File: config.mk
export PLATFORM = sky130hd
export DESIGN_NAME = uart_frame_serializer
export DESIGN_NICKNAME = d
export VERILOG_FILES = /design/src/design/uft_pkg.sv /design/src/design/uft_front.sv /design/src/design/uft_queue.sv /design/src/design/uft_back.sv /design/src/design/uart_frame_serializer.sv
export SDC_FILE = /design/constraint.sdc
export NUM_CORES = 1
export LEC_CHECK = 0
export ABC_AREA = 1
export BUFFER_PORTS_ARGS = -buffer_cell sky130_fd_sc_hd__buf_2
export CORE_ASPECT_RATIO = 1.1
export CORE_MARGIN = 2
export CORE_UTILIZATION = 46
export DETAILED_ROUTE_END_ITERATION = 16
export GPL_ROUTABILITY_DRIVEN = 0
export GPL_TIMING_DRIVEN = 0
export PLACE_DENSITY = 0.72
export SYNTH_ARGS = -nofsm -noshare
export SYNTH_HDL_FRONTEND = slang
export SYNTH_SLANG_ARGS = --single-unit
File: constraint.sdc
create_clock -name clk -period 2.4 [get_ports clk]
set_clock_uncertainty 0.15 [all_clocks]
set_input_delay 0.24 -clock clk [delete_from_list [all_inputs] [get_ports clk]]
set_output_delay 0.24 -clock clk [all_outputs]
set_load 0.05 [all_outputs]
File: src/design/uft_pkg.sv
// ----------------------------------------------------------------------------
// uft_pkg
// Shared types and constants for the UART frame serialiser.
// ----------------------------------------------------------------------------
package uft_pkg;

    // configuration register indexes
    localparam logic [1:0] REG_SPB    = 2'd0;
    localparam logic [1:0] REG_IDLE   = 2'd1;
    localparam logic [1:0] REG_PARITY = 2'd2;

    // parity modes
    localparam logic [1:0] PAR_NONE  = 2'd0;
    localparam logic [1:0] PAR_EVEN  = 2'd1;
    localparam logic [1:0] PAR_ODD   = 2'd2;
    localparam logic [1:0] PAR_SPACE = 2'd3;

    // run positions inside one frame
    typedef logic [3:0] step_t;
    localparam step_t STEP_IDLE   = 4'd0;
    localparam step_t STEP_START  = 4'd1;
    localparam step_t STEP_D0     = 4'd2;
    localparam step_t STEP_D7     = 4'd9;
    localparam step_t STEP_PARITY = 4'd10;
    localparam step_t STEP_STOP   = 4'd11;

    // descriptor queue
    localparam int QDEPTH = 4;
    localparam int QAW    = 2;

    // configuration as seen by front and back (counts already clamped)
    typedef struct packed {
        logic [15:0] spb;
        logic [15:0] idle;
        logic [1:0]  parity_mode;
    } cfg_t;

    // classified frame
    typedef struct packed {
        logic       has_idle;
        logic       has_parity;
        logic       parity_bit;
        logic [7:0] data;
    } desc_t;

endpackage

File: src/design/uft_front.sv
// ----------------------------------------------------------------------------
// uft_front
// Accepts bytes and classifies them into frame descriptors.
// ----------------------------------------------------------------------------
module uft_front (
    input  logic          clk,
    input  logic          rst_n,
    input  uft_pkg::cfg_t cfg,
    input  logic          in_valid,
    output logic          in_ready,
    input  logic [7:0]    data_byte,
    output logic          push,
    output uft_pkg::desc_t push_desc,
    input  logic          q_ready
);
    import uft_pkg::*;

    logic  desc_valid_reg, desc_valid_next;
    desc_t desc_reg, desc_next;
    logic  parity_calc;

    assign push      = desc_valid_reg && q_ready;
    assign in_ready  = !desc_valid_reg || q_ready;
    assign push_desc = desc_reg;

    always_comb
    begin
        case (cfg.parity_mode)
            PAR_NONE:  parity_calc = 1'b0;
            PAR_EVEN:  parity_calc = ^data_byte;
            PAR_ODD:   parity_calc = ~^data_byte;
            default:   parity_calc = 1'b0;   // space parity
        endcase
    end

    always_comb
    begin
        desc_valid_next = desc_valid_reg;
        desc_next       = desc_reg;
        if (push)
            desc_valid_next = 1'b0;
        if (in_valid && in_ready)
        begin
            desc_valid_next      = 1'b1;
            desc_next.has_idle   = (cfg.idle != 16'd0);
            desc_next.has_parity = (cfg.parity_mode != PAR_NONE);
            desc_next.parity_bit = parity_calc;
            desc_next.data       = data_byte;
        end
    end

    always_ff @(posedge clk or negedge rst_n)
    begin
        if (!rst_n)
            desc_valid_reg <= 1'b0;
        else
            desc_valid_reg <= desc_valid_next;
    end

    always_ff @(posedge clk)
    begin
        desc_reg <= desc_next;
    end

endmodule

File: src/design/uft_queue.sv
// ----------------------------------------------------------------------------
// uft_queue
// Short descriptor FIFO between front and back.
// ----------------------------------------------------------------------------
module uft_queue (
    input  logic           clk,
    input  logic           rst_n,
    input  logic           push,
    input  uft_pkg::desc_t push_desc,
    output logic           q_ready,
    input  logic           pop,
    output logic           q_valid,
    output uft_pkg::desc_t head_desc
);
    import uft_pkg::*;

    desc_t          mem_reg [QDEPTH];
    logic [QAW-1:0] wr_ptr_reg, wr_ptr_next;
    logic [QAW-1:0] rd_ptr_reg, rd_ptr_next;
    logic [QAW:0]   count_reg, count_next;

    assign q_ready   = (count_reg != (QAW+1)'(QDEPTH));
    assign q_valid   = (count_reg != '0);
    assign head_desc = mem_reg[rd_ptr_reg];

    always_comb
    begin
        wr_ptr_next = push ? wr_ptr_reg + 1'b1 : wr_ptr_reg;
        rd_ptr_next = pop  ? rd_ptr_reg + 1'b1 : rd_ptr_reg;
        count_next  = count_reg + (QAW+1)'(push) - (QAW+1)'(pop);
    end

    always_ff @(posedge clk or negedge rst_n)
    begin
        if (!rst_n)
        begin
            wr_ptr_reg <= '0;
            rd_ptr_reg <= '0;
            count_reg  <= '0;
        end
        else
        begin
            wr_ptr_reg <= wr_ptr_next;
            rd_ptr_reg <= rd_ptr_next;
            count_reg  <= count_next;
        end
    end

    always_ff @(posedge clk)
    begin
        if (push)
            mem_reg[wr_ptr_reg] <= push_desc;
    end

endmodule

File: src/design/uft_back.sv
// ----------------------------------------------------------------------------
// uft_back
// Walks each frame descriptor and emits one run per cycle while out_ready does not hold the output register.
// ----------------------------------------------------------------------------
module uft_back (
    input  logic           clk,
    input  logic           rst_n,
    input  uft_pkg::cfg_t  cfg,
    input  logic           q_valid,
    input  uft_pkg::desc_t head_desc,
    output logic           pop,
    output logic           out_valid,
    input  logic           out_ready,
    output logic           line_level,
    output logic [15:0]    run_samples,
    output logic           frame_end
);
    import uft_pkg::*;

    step_t       step_reg, step_next;
    step_t       eff;
    logic        out_valid_reg, out_valid_next;
    logic        level_reg, level_next;
    logic [15:0] samples_reg, samples_next;
    logic        end_reg, end_next;
    logic        load;
    logic [2:0]  bit_idx;

    assign load        = !out_valid_reg || out_ready;
    assign out_valid   = out_valid_reg;
    assign line_level  = level_reg;
    assign run_samples = samples_reg;
    assign frame_end   = end_reg;

    // idle run skipped when the count was zero at classification
    assign eff     = (step_reg == STEP_IDLE && !head_desc.has_idle) ? STEP_START : step_reg;
    assign bit_idx = 3'(eff - STEP_D0);
    assign pop     = load && q_valid && (eff == STEP_STOP);

    always_comb
    begin
        step_next      = step_reg;
        out_valid_next = out_valid_reg;
        level_next     = level_reg;
        samples_next   = samples_reg;
        end_next       = end_reg;
        if (load)
        begin
            out_valid_next = q_valid;
            if (q_valid)
            begin
                samples_next = cfg.spb;
                end_next     = 1'b0;
                case (eff)
                    STEP_IDLE:
                    begin
                        level_next   = 1'b1;
                        samples_next = cfg.idle;
                    end
                    STEP_START:  level_next = 1'b0;
                    STEP_PARITY: level_next = head_desc.parity_bit;
                    STEP_STOP:
                    begin
                        level_next = 1'b1;
                        end_next   = 1'b1;
                    end
                    default:     level_next = head_desc.data[bit_idx];
                endcase

                if (eff == STEP_STOP)
                    step_next = STEP_IDLE;
                else if (eff == STEP_D7 && !head_desc.has_parity)
                    step_next = STEP_STOP;
                else
                    step_next = eff + 4'd1;
            end
        end
    end

    always_ff @(posedge clk or negedge rst_n)
    begin
        if (!rst_n)
        begin
            step_reg      <= STEP_IDLE;
            out_valid_reg <= 1'b0;
        end
        else
        begin
            step_reg      <= step_next;
            out_valid_reg <= out_valid_next;
        end
    end

    always_ff @(posedge clk)
    begin
        level_reg   <= level_next;
        samples_reg <= samples_next;
        end_reg     <= end_next;
    end

endmodule

File: src/design/uart_frame_serializer.sv
// ----------------------------------------------------------------------------
// uart_frame_serializer
// Turns each byte into its asynchronous serial frame as runs of line level.
// ----------------------------------------------------------------------------
//
//  channel | signals                                   | direction
//  --------+-------------------------------------------+----------
//  in      | in_valid, in_ready, data_byte             | sink
//  out     | out_valid, out_ready, line_level,         | source
//          | run_samples, frame_end                    |
//  cfg     | cfg_we, cfg_index, cfg_wdata              | sink, write only
//
//  One run leaves per cycle while descriptors are queued and out_ready is high;
//  each byte gives 10 to 12 runs (idle run and parity run optional), set by
//  the back-end sequencer that walks one frame step a cycle. A byte's
//  transaction loads the front register; its first run then passes the
//  queue and the output register.
//  Reset is asynchronous and clears control state only; there is no
//  clearing pass. Front and back stall independently through a 4-deep
//  descriptor queue; the output register holds a valid run while out_ready is low.
//
module uart_frame_serializer #(
    parameter int COUNT_BITS = 16
) (
    input  logic        clk,
    input  logic        rst_n,
    input  logic        cfg_we,
    input  logic [1:0]  cfg_index,
    input  logic [15:0] cfg_wdata,
    input  logic        in_valid,
    output logic        in_ready,
    input  logic [7:0]  data_byte,
    output logic        out_valid,
    input  logic        out_ready,
    output logic        line_level,
    output logic [15:0] run_samples,
    output logic        frame_end
);
    import uft_pkg::*;

    // count registers are never wider than the 16-bit run field
    localparam int          CW    = (COUNT_BITS < 16) ? COUNT_BITS : 16;
    localparam logic [15:0] LIMIT = 16'((33'd1 << CW) - 33'd1);

    logic [CW-1:0] spb_reg, spb_next;
    logic [CW-1:0] idle_reg, idle_next;
    logic [1:0]    parity_reg, parity_next;
    logic [15:0]   wdata_clamped;

    cfg_t  cfg;
    logic  push, q_ready, q_valid, pop;
    desc_t push_desc, head_desc;

    // saturate writes to what the count registers hold
    assign wdata_clamped = (cfg_wdata > LIMIT) ? LIMIT : cfg_wdata;

    always_comb
    begin
        spb_next    = spb_reg;
        idle_next   = idle_reg;
        parity_next = parity_reg;
        if (cfg_we)
        begin
            case (cfg_index)
                REG_SPB:
                begin
                    // zero bit length is taken as one sample
                    if (wdata_clamped == 16'd0)
                        spb_next = CW'(1);
                    else
                        spb_next = CW'(wdata_clamped);
                end
                REG_IDLE:   idle_next   = CW'(wdata_clamped);
                REG_PARITY: parity_next = cfg_wdata[1:0];
                default:    ;   // out-of-range index ignored
            endcase
        end
    end

    always_ff @(posedge clk or negedge rst_n)
    begin
        if (!rst_n)
        begin
            spb_reg    <= CW'(LIMIT < 16'd16 ? LIMIT : 16'd16);
            idle_reg   <= '0;
            parity_reg <= PAR_NONE;
        end
        else
        begin
            spb_reg    <= spb_next;
            idle_reg   <= idle_next;
            parity_reg <= parity_next;
        end
    end

    assign cfg.spb         = 16'(spb_reg);
    assign cfg.idle        = 16'(idle_reg);
    assign cfg.parity_mode = parity_reg;

    // front: classify byte, compute parity
    uft_front u_front (
        .clk       (clk),
        .rst_n     (rst_n),
        .cfg       (cfg),
        .in_valid  (in_valid),
        .in_ready  (in_ready),
        .data_byte (data_byte),
        .push      (push),
        .push_desc (push_desc),
        .q_ready   (q_ready)
    );

    // decoupling queue
    uft_queue u_queue (
        .clk       (clk),
        .rst_n     (rst_n),
        .push      (push),
        .push_desc (push_desc),
        .q_ready   (q_ready),
        .pop       (pop),
        .q_valid   (q_valid),
        .head_desc (head_desc)
    );

    // back: one run per cycle into the output register while out_ready does not hold it
    uft_back u_back (
        .clk         (clk),
        .rst_n       (rst_n),
        .cfg         (cfg),
        .q_valid     (q_valid),
        .head_desc   (head_desc),
        .pop         (pop),
        .out_valid   (out_valid),
        .out_ready   (out_ready),
        .line_level  (line_level),
        .run_samples (run_samples),
        .frame_end   (frame_end)
    );

endmodule
==> run_results.csv, run 1 <==
group,metric,value,unit
routing,firstDrtPassIters,5,
logic_synthesis,yosysWarnings,0,
finish,antenna_cells,0,
job,cap_violations,0,
power,swShare,36.0,%
outcome,violations,"negative setup slack",
global_routing,first_global_vias,3773,
sta,max_freq,402,MHz
global_routing,grt.overflow.total,0,
logic_synthesis,synthFlopType,"edfxtp_1",
logic_synthesis,syn_area,5140,µm²
finish,register_area,3370,µm²
logic_synthesis,synth_area_leaders,"edfxtp_1 (43%), dfrtp_1 (22%), nand2_1 (10%), inv_1 (5.3%), o21ai_0 (4.6%)",
setup_path,max_stage_delay,0.90,ns
sta,fin_crit,2.49,ns
sta,fin_ws,-0.0870,ns
routing,wirelength,11400,µm
logic_synthesis,ys_seq_area_share,65.6,%
clock_network,cts_root_buffer,"clkbuf_16",
setup_path,required,2.27,ns
sta,slew-limit-headroom,21.5,%
sta,rsz0062_at_grt,"yes",
routing,drc,0,
finish,largest_reg_flops,44,
power,sequentialPowerShare,38.1,%
clock_network,path_clk_slew,0.05,ns
logic_synthesis,yosysUniqueCellTypes,30,
power,powerDensity,1270,nW/µm²
sta,hold_viol,0,
setup_path,end_kind,"flip-flop",
finish,multi_input_area,1430,µm²
global_routing,track_usage,19.8,%
worst_hold_path,hold_class,"input pin to flip-flop",
sta,drv_slew,0,
clock_network,h-tree-depth,4,
routing,drt_iter0_drc,373,
logic_synthesis,async_reset_ff_share,39.2,%
floorplanning,die_h,115,µm
power,p_total,8240,µW
power,intPower,5270,µW
setup_path,worstSetupStartpointType,"flip-flop",
setup_path,cp_max_fo,11,
setup_path,crit_buf_inv,1,
clock_network,clkSinkCount,120,
global_routing,antenna_found_initial,0,
logic_synthesis,synth_top_area_share,42.7,%
place,port-buffer-count,50,
power,combPwrFrac,31.2,%
finish,utilization,59.2,%
logic_synthesis,ys_seq_elements,120,
global_routing,grt_max_degree,48,
place,dpl.hpwl,7030,µm
logic_synthesis,avgSynthCellArea,10.2,µm²
setup_path,cp_cell_sequence,"nor2_4 -> a21oi_1 -> inv_1 -> nor2_1",
sta,tns,-1.60,ns
logic_synthesis,yosysMostFrequentCell,"nand2_1",
routing,final_antenna_net_count,0,
logic_synthesis,synth_area_leader_cell,"edfxtp_1",
logic_synthesis,syn_nets,543,
floorplanning,dieArea,12000,µm²
floorplanning,start_util,47.1,%
logic_synthesis,synth_enable_flop_cells,73,
routing,wl_per_cell,15.1,µm
sta,layout_worst_path_cycle_share,104,%
sta,tightest_slew,1.17,ns
logic_synthesis,synthTopCellsByCount,"nand2_1 (143), edfxtp_1 (73), inv_1 (73)",
logic_synthesis,synthCells,503,
clock_network,clock_path_buffers,2,
setup_path,arrival,2.36,ns
setup_path,crit_type,"flip-flop to flip-flop",
clock_network,clk_latency,0.41,ns
clock_network,cts_tree,"yes",
sta,setup_viol,23,
sta,hold_slack,0.0211,ns
floorplanning,io_pins,51,
finish,layout-drive-gt1-share,18.3,%
global_routing,grt_first_pass_wirelength,18100,µm
finish,num-fill-cells,892,
outcome,status,"finished, violations left",
finish,final_nets,640,
floorplanning,rows,40,
floorplanning,die_w,105,µm
finish,syn_to_final_growth,25.8,%
power,p_sw,2970,µW
power,power_frac_clock,30.7,%
power,p_leak,0.00299,µW
routing,via_count,3790,
setup_path,crit_family,"simple AND/OR/NAND/NOR gates",
routing,via_per_inst,4.99,
setup_path,slowest_stage,"nor2_1",
power,ir_drop,0.636,mV
floorplanning,core_area,10900,µm²
clock_network,cts_buffers,17,
==> layout by cell type (no fill, tap or decap) <==
| master | count |
|---|---|
| edfxtp_1 | 73 |
| a21oi_4 | 1 |
| ha_1 | 8 |
| buf_2 | 53 |
| clkbuf_16 | 17 |
| dfrtp_1 | 45 |
| dlygate4sd3_1 | 24 |
| clkbuf_1 | 8 |
| fa_2 | 1 |
| nor2_1 | 31 |
| nor3_1 | 2 |
| clkinv_2 | 6 |
| o211ai_1 | 2 |
| a21oi_1 | 2 |
| o21ai_2 | 1 |
| or2_2 | 1 |
| xnor2_1 | 6 |
| inv_1 | 70 |
| nor2_4 | 2 |
| nor4_1 | 5 |
| xor2_1 | 5 |
| o221ai_1 | 1 |
| dfstp_2 | 1 |
| bufinv_16 | 3 |
| clkbuf_8 | 2 |
| or2_0 | 1 |
| inv_2 | 7 |
| clkinv_1 | 2 |
| nand2_1 | 141 |
| nand3_1 | 23 |
| dfrtp_2 | 1 |
| nand4_1 | 4 |
| nand2_2 | 4 |
| a31oi_1 | 1 |
| buf_6 | 2 |
| nor2_2 | 2 |
| buf_4 | 7 |
| o21ai_0 | 47 |
| a21oi_2 | 1 |
==> cell families (layout without fill, tap and decap cells) <==
kind of cell	after synthesis	count (layout)	synth area share (%)
AO/OA/AOI/OAI	55	56	5.70
XOR/XNOR	11	11	1.88
adder cells (fa/ha/maj)	9	9	2.34
buffers and inverters	92	201	7.38
flip-flops	120	120	65.6
AND/OR/NAND/NOR	216	216	17.1
==> cell type report <==
type                       count  area share (%)
buffer                        15            1.39
clock buffer                  21            7.12
clock inverter                11            1.97
inverter                      77            4.47
multi-input combinational    292            22.1
sequential                   120            52.2
tap                          147            2.85
timing repair buffer          77            7.94
==> power by group through the flow <==
stage / registers [µW] / logic [µW] / clock network, µW
final: 3140 / 2570 / 2530
after global routing: 3200 / 2820 / 2640
after CTS: 3130 / 2520 / 2540
after detailed placement: 3150 / 2400 / 0
after global placement: 3130 / 2340 / 0
after floorplan: 3640 / 1270 / 0
==> worst register-to-register path, cell delays in order, from the launching register on <==
cell	delay [ns]
dfrtp_1	0.45
nor2_4	0.10
a21oi_1	0.34
inv_1	0.15
nor2_1	0.90
==> through the flow <==
stage	area [µm²]	worst slack [ns]	std cells
2_1_floorplan	5150	0.0106	503
3_3_place_gp	5580	-0.121	700
3_5_place_dp	5580	-0.210	700
4_1_cts	6430	-0.0874	757
5_1_grt	6460	-0.219	760
6_report	6460	-0.0870	760
==> routing by layer <==
metal / vias to the layer above / wire length (µm) / GRT usage (%) / part of all wire [%]
met4: 0 / 335 / 9.42 / 2.9
met2: 126 / 5790 / 33.2 / 51
li1: 1818 / - / - / -
met1: 1816 / 4700 / 23.9 / 41
met5: - / 0 / 0 / 0
met3: 30 / 626 / 5.39 / 5.5
==> what timing repair did <==
action                     4_1_cts  5_1_grt
setup buffers                    0        3
cloned                           1        0
pin swaps                        2        2
gates resized for setup          6        3
hold buffers                    24        0
setup endpoints to repair       35       57
hold endpoints to repair        79        0
==> final timing paths <==
path	endpoint	startpoint	cells past startpoint	slack [ns]
worst max-delay path	u_queue.mem_reg[0][2]	u_queue.count_reg[1]	4	-0.09
worst min-delay path	idle_reg[6]	cfg_wdata[6]	3	0.02
worst max register to register	u_queue.mem_reg[0][2]	u_queue.count_reg[1]	4	-0.09
worst min register to register	spb_reg[13]	spb_reg[13]	2	0.33
max in group asynchronous	u_back.out_valid	rst_n	2	0.95
min in group asynchronous	idle_reg[6]	rst_n	2	0.41
(Power assumes the default switching activity.)
==> run 2, diff against run 1 <==
==> constraint.sdc (replaced) <==
create_clock -name clk -period 2.1 [get_ports clk]
set_clock_uncertainty 0.15 [all_clocks]
set_input_delay 0.21 -clock clk [delete_from_list [all_inputs] [get_ports clk]]
set_output_delay 0.21 -clock clk [all_outputs]
set_load 0.05 [all_outputs]
==> run_results.csv, run 2 (synthesis gave the netlist of run 1 again) <==
group,metric,value,unit
routing,via_count,3842,
power,p_leak,0.00308,µW
setup_path,r2r-start,"u_back.step_reg[2]",
finish,layout.cells.most_common,"nand2_1",
global_routing,grt.overflow.total,0,
clock_network,clock_path_buffers,2,
sta,drv_slew,0,
sta,tightest_slew,1.08,ns
place,place_ws,-0.473,ns
finish,most-common-layout-cells,"nand2_1 (138), edfxtp_1 (73), inv_1 (66)",
routing,drc,0,
setup_path,arrival,2.17,ns
worst_hold_path,hold_start,"cfg_index[1]",
sta,max_freq,489,MHz
setup_path,reg2reg_slack,0.05,ns
sta,setup_viol,0,
finish,num-fill-cells,874,
routing,final_antenna_net_count,0,
setup_path,cp_max_fo,6,
finish,largest_reg_flops,44,
setup_path,rr_endpoint,"u_back.line_level",
floorplanning,die_h,115,µm
sta,tns,0,ns
floorplanning,io_pins,51,
clock_network,cts_buffers,17,
routing,drt_iter0_drc,252,
clock_network,h-tree-depth,4,
finish,layoutNonFillerInstCount,779,
clock_network,cts_root_buffer,"clkbuf_16",
setup_path,crit_family,"simple AND/OR/NAND/NOR gates",
floorplanning,dieArea,12000,µm²
finish,syn_to_final_growth,31.2,%
global_routing,grt_first_pass_wirelength,18300,µm
routing,wl_per_cell,14.7,µm
setup_path,required,2.23,ns
sta,fin_ws,0.0538,ns
place,dpl.hpwl,7020,µm
floorplanning,start_util,47.1,%
finish,register_area,3370,µm²
routing,via_per_inst,4.93,
power,powerDensity,1420,nW/µm²
setup_path,crit_path_frequent_cell,"nand2_2",
setup_path,ff2ff_path_depth,13,
sta,layout_worst_path_cycle_share,97.4,%
finish,final_nets,659,
setup_path,crit_buf_inv,3,
place,dp.cells,700,
clock_network,path_clk_slew,0.05,ns
global_routing,first_global_vias,3801,
global_routing,grt_max_degree,48,
floorplanning,core_area,10900,µm²
routing,firstDrtPassIters,5,
setup_path,max_stage_delay,0.47,ns
setup_path,crit_type,"flip-flop to flip-flop",
global_routing,track_usage,20.0,%
clock_network,clkSinkCount,120,
power,ir_drop,0.907,mV
floorplanning,rows,40,
setup_path,worstSetupStartpointType,"flip-flop",
place,port-buffer-count,50,
outcome,status,"completed",
clock_network,clk_latency,0.41,ns
sta,fin_crit,2.05,ns
routing,wirelength,11500,µm
sta,hold_viol,0,
worst_hold_path,hold_class,"input pin to flip-flop",
global_routing,antenna_found_initial,0,
worst_hold_path,whs_path_depth,5,
setup_path,cp_cell_sequence,"inv_4 -> nand2_2 -> nor2_2 -> nand3_2 -> nand2_2 -> inv_1 -> ha_2 -> nand2_4 -> buf_8 -> o21ai_2 -> a21oi_1 -> nand3_1 -> nand2_2",
sta,slew-limit-headroom,28.0,%
worst_hold_path,min_to,"parity_reg[0]",
floorplanning,die_w,105,µm
finish,antenna_cells,0,
setup_path,end_kind,"flip-flop",
finish,multi_input_area,1540,µm²
finish,layout-drive-gt1-share,22.9,%
clock_network,cts_tree,"yes",
setup_path,slowest_stage,"dfrtp_2",
job,cap_violations,0,
## run 2: worst reg2reg max path, stage by stage (launching register included)
cell	delay [ns]
dfrtp_2	0.47
inv_4	0.10
nand2_2	0.07
nor2_2	0.12
nand3_2	0.09
nand2_2	0.07
inv_1	0.05
ha_2	0.19
nand2_4	0.10
buf_8	0.12
o21ai_2	0.05
a21oi_1	0.14
nand3_1	0.11
nand2_2	0.09
## run 2: how the worst max path moves through the flow
stage	startpoint	endpoint	slack [ns]	cells after the start
3_3_place_gp	u_queue.count_reg[1]	u_queue.mem_reg[3][5]	-0.43	4
4_1_cts	u_queue.rd_ptr_reg[0]	u_back.line_level	-0.004	15
2_1_floorplan	u_back.out_valid	u_queue.count_reg[1]	-0.23	9
5_1_grt	u_back.step_reg[2]	u_back.line_level	-0.03	13
6_report	u_back.step_reg[2]	u_back.line_level	0.05	13
3_5_place_dp	u_queue.count_reg[1]	u_queue.mem_reg[1][5]	-0.47	4
## run 2: report_power, final
part           total (µW)  internal (µW)  switching (µW)
Sequential           3600           3270             328
Clock                2690           1760             929
Combinational        3290           1060            2230
Total                9580           6100            3490
## run 2: per-stage QoR
stage / area (µm²) / power (µW) / hold WS [ns] / utilization, %
after floorplan: 5180 / 5660 / -0.236 / -
after global placement: 5620 / 6290 / 0.260 / 51.5
after detailed placement: 5620 / 6400 / 0.263 / 51.5
after CTS: 6600 / 9390 / 0.0815 / 60.5
after global routing: 6740 / 10100 / 0.165 / 61.8
final: 6740 / 9580 / 0.0873 / 61.8
## run 2: cell type report
type                    count  share of cell area, %
repair buffers             96                   9.99
clock inverters             2                  0.148
inverters                  77                   4.47
plain buffers              15                   1.54
well taps                 147                   2.73
clock buffers              30                   8.24
flip-flops and latches    120                   50.0
multi-input cells         292                   22.8
## run 2: routing by layer
| metal | part of all wire [%] | wire length, µm | GRT usage, % | up-vias |
|---|---|---|---|---|
| met5 | 0 | 0 | 0 | - |
| met1 | 41 | 4720 | 24.6 | 1833 |
| li1 | - | - | - | 1862 |
| met3 | 6.3 | 720 | 6.18 | 20 |
| met2 | 51 | 5830 | 32.9 | 127 |
| met4 | 1.7 | 194 | 8.62 | 0 |
## run 2: repair_timing
item / 4_1_cts / 5_1_grt
setup buffers: 4 / 11
endpoints found under the setup margin: 60 / 13
hold buffers: 31 / 0
resized for setup: 21 / 20
cloned: 1 / 0
hold endpoints to repair: 89 / 0
pin swaps: 5 / 12
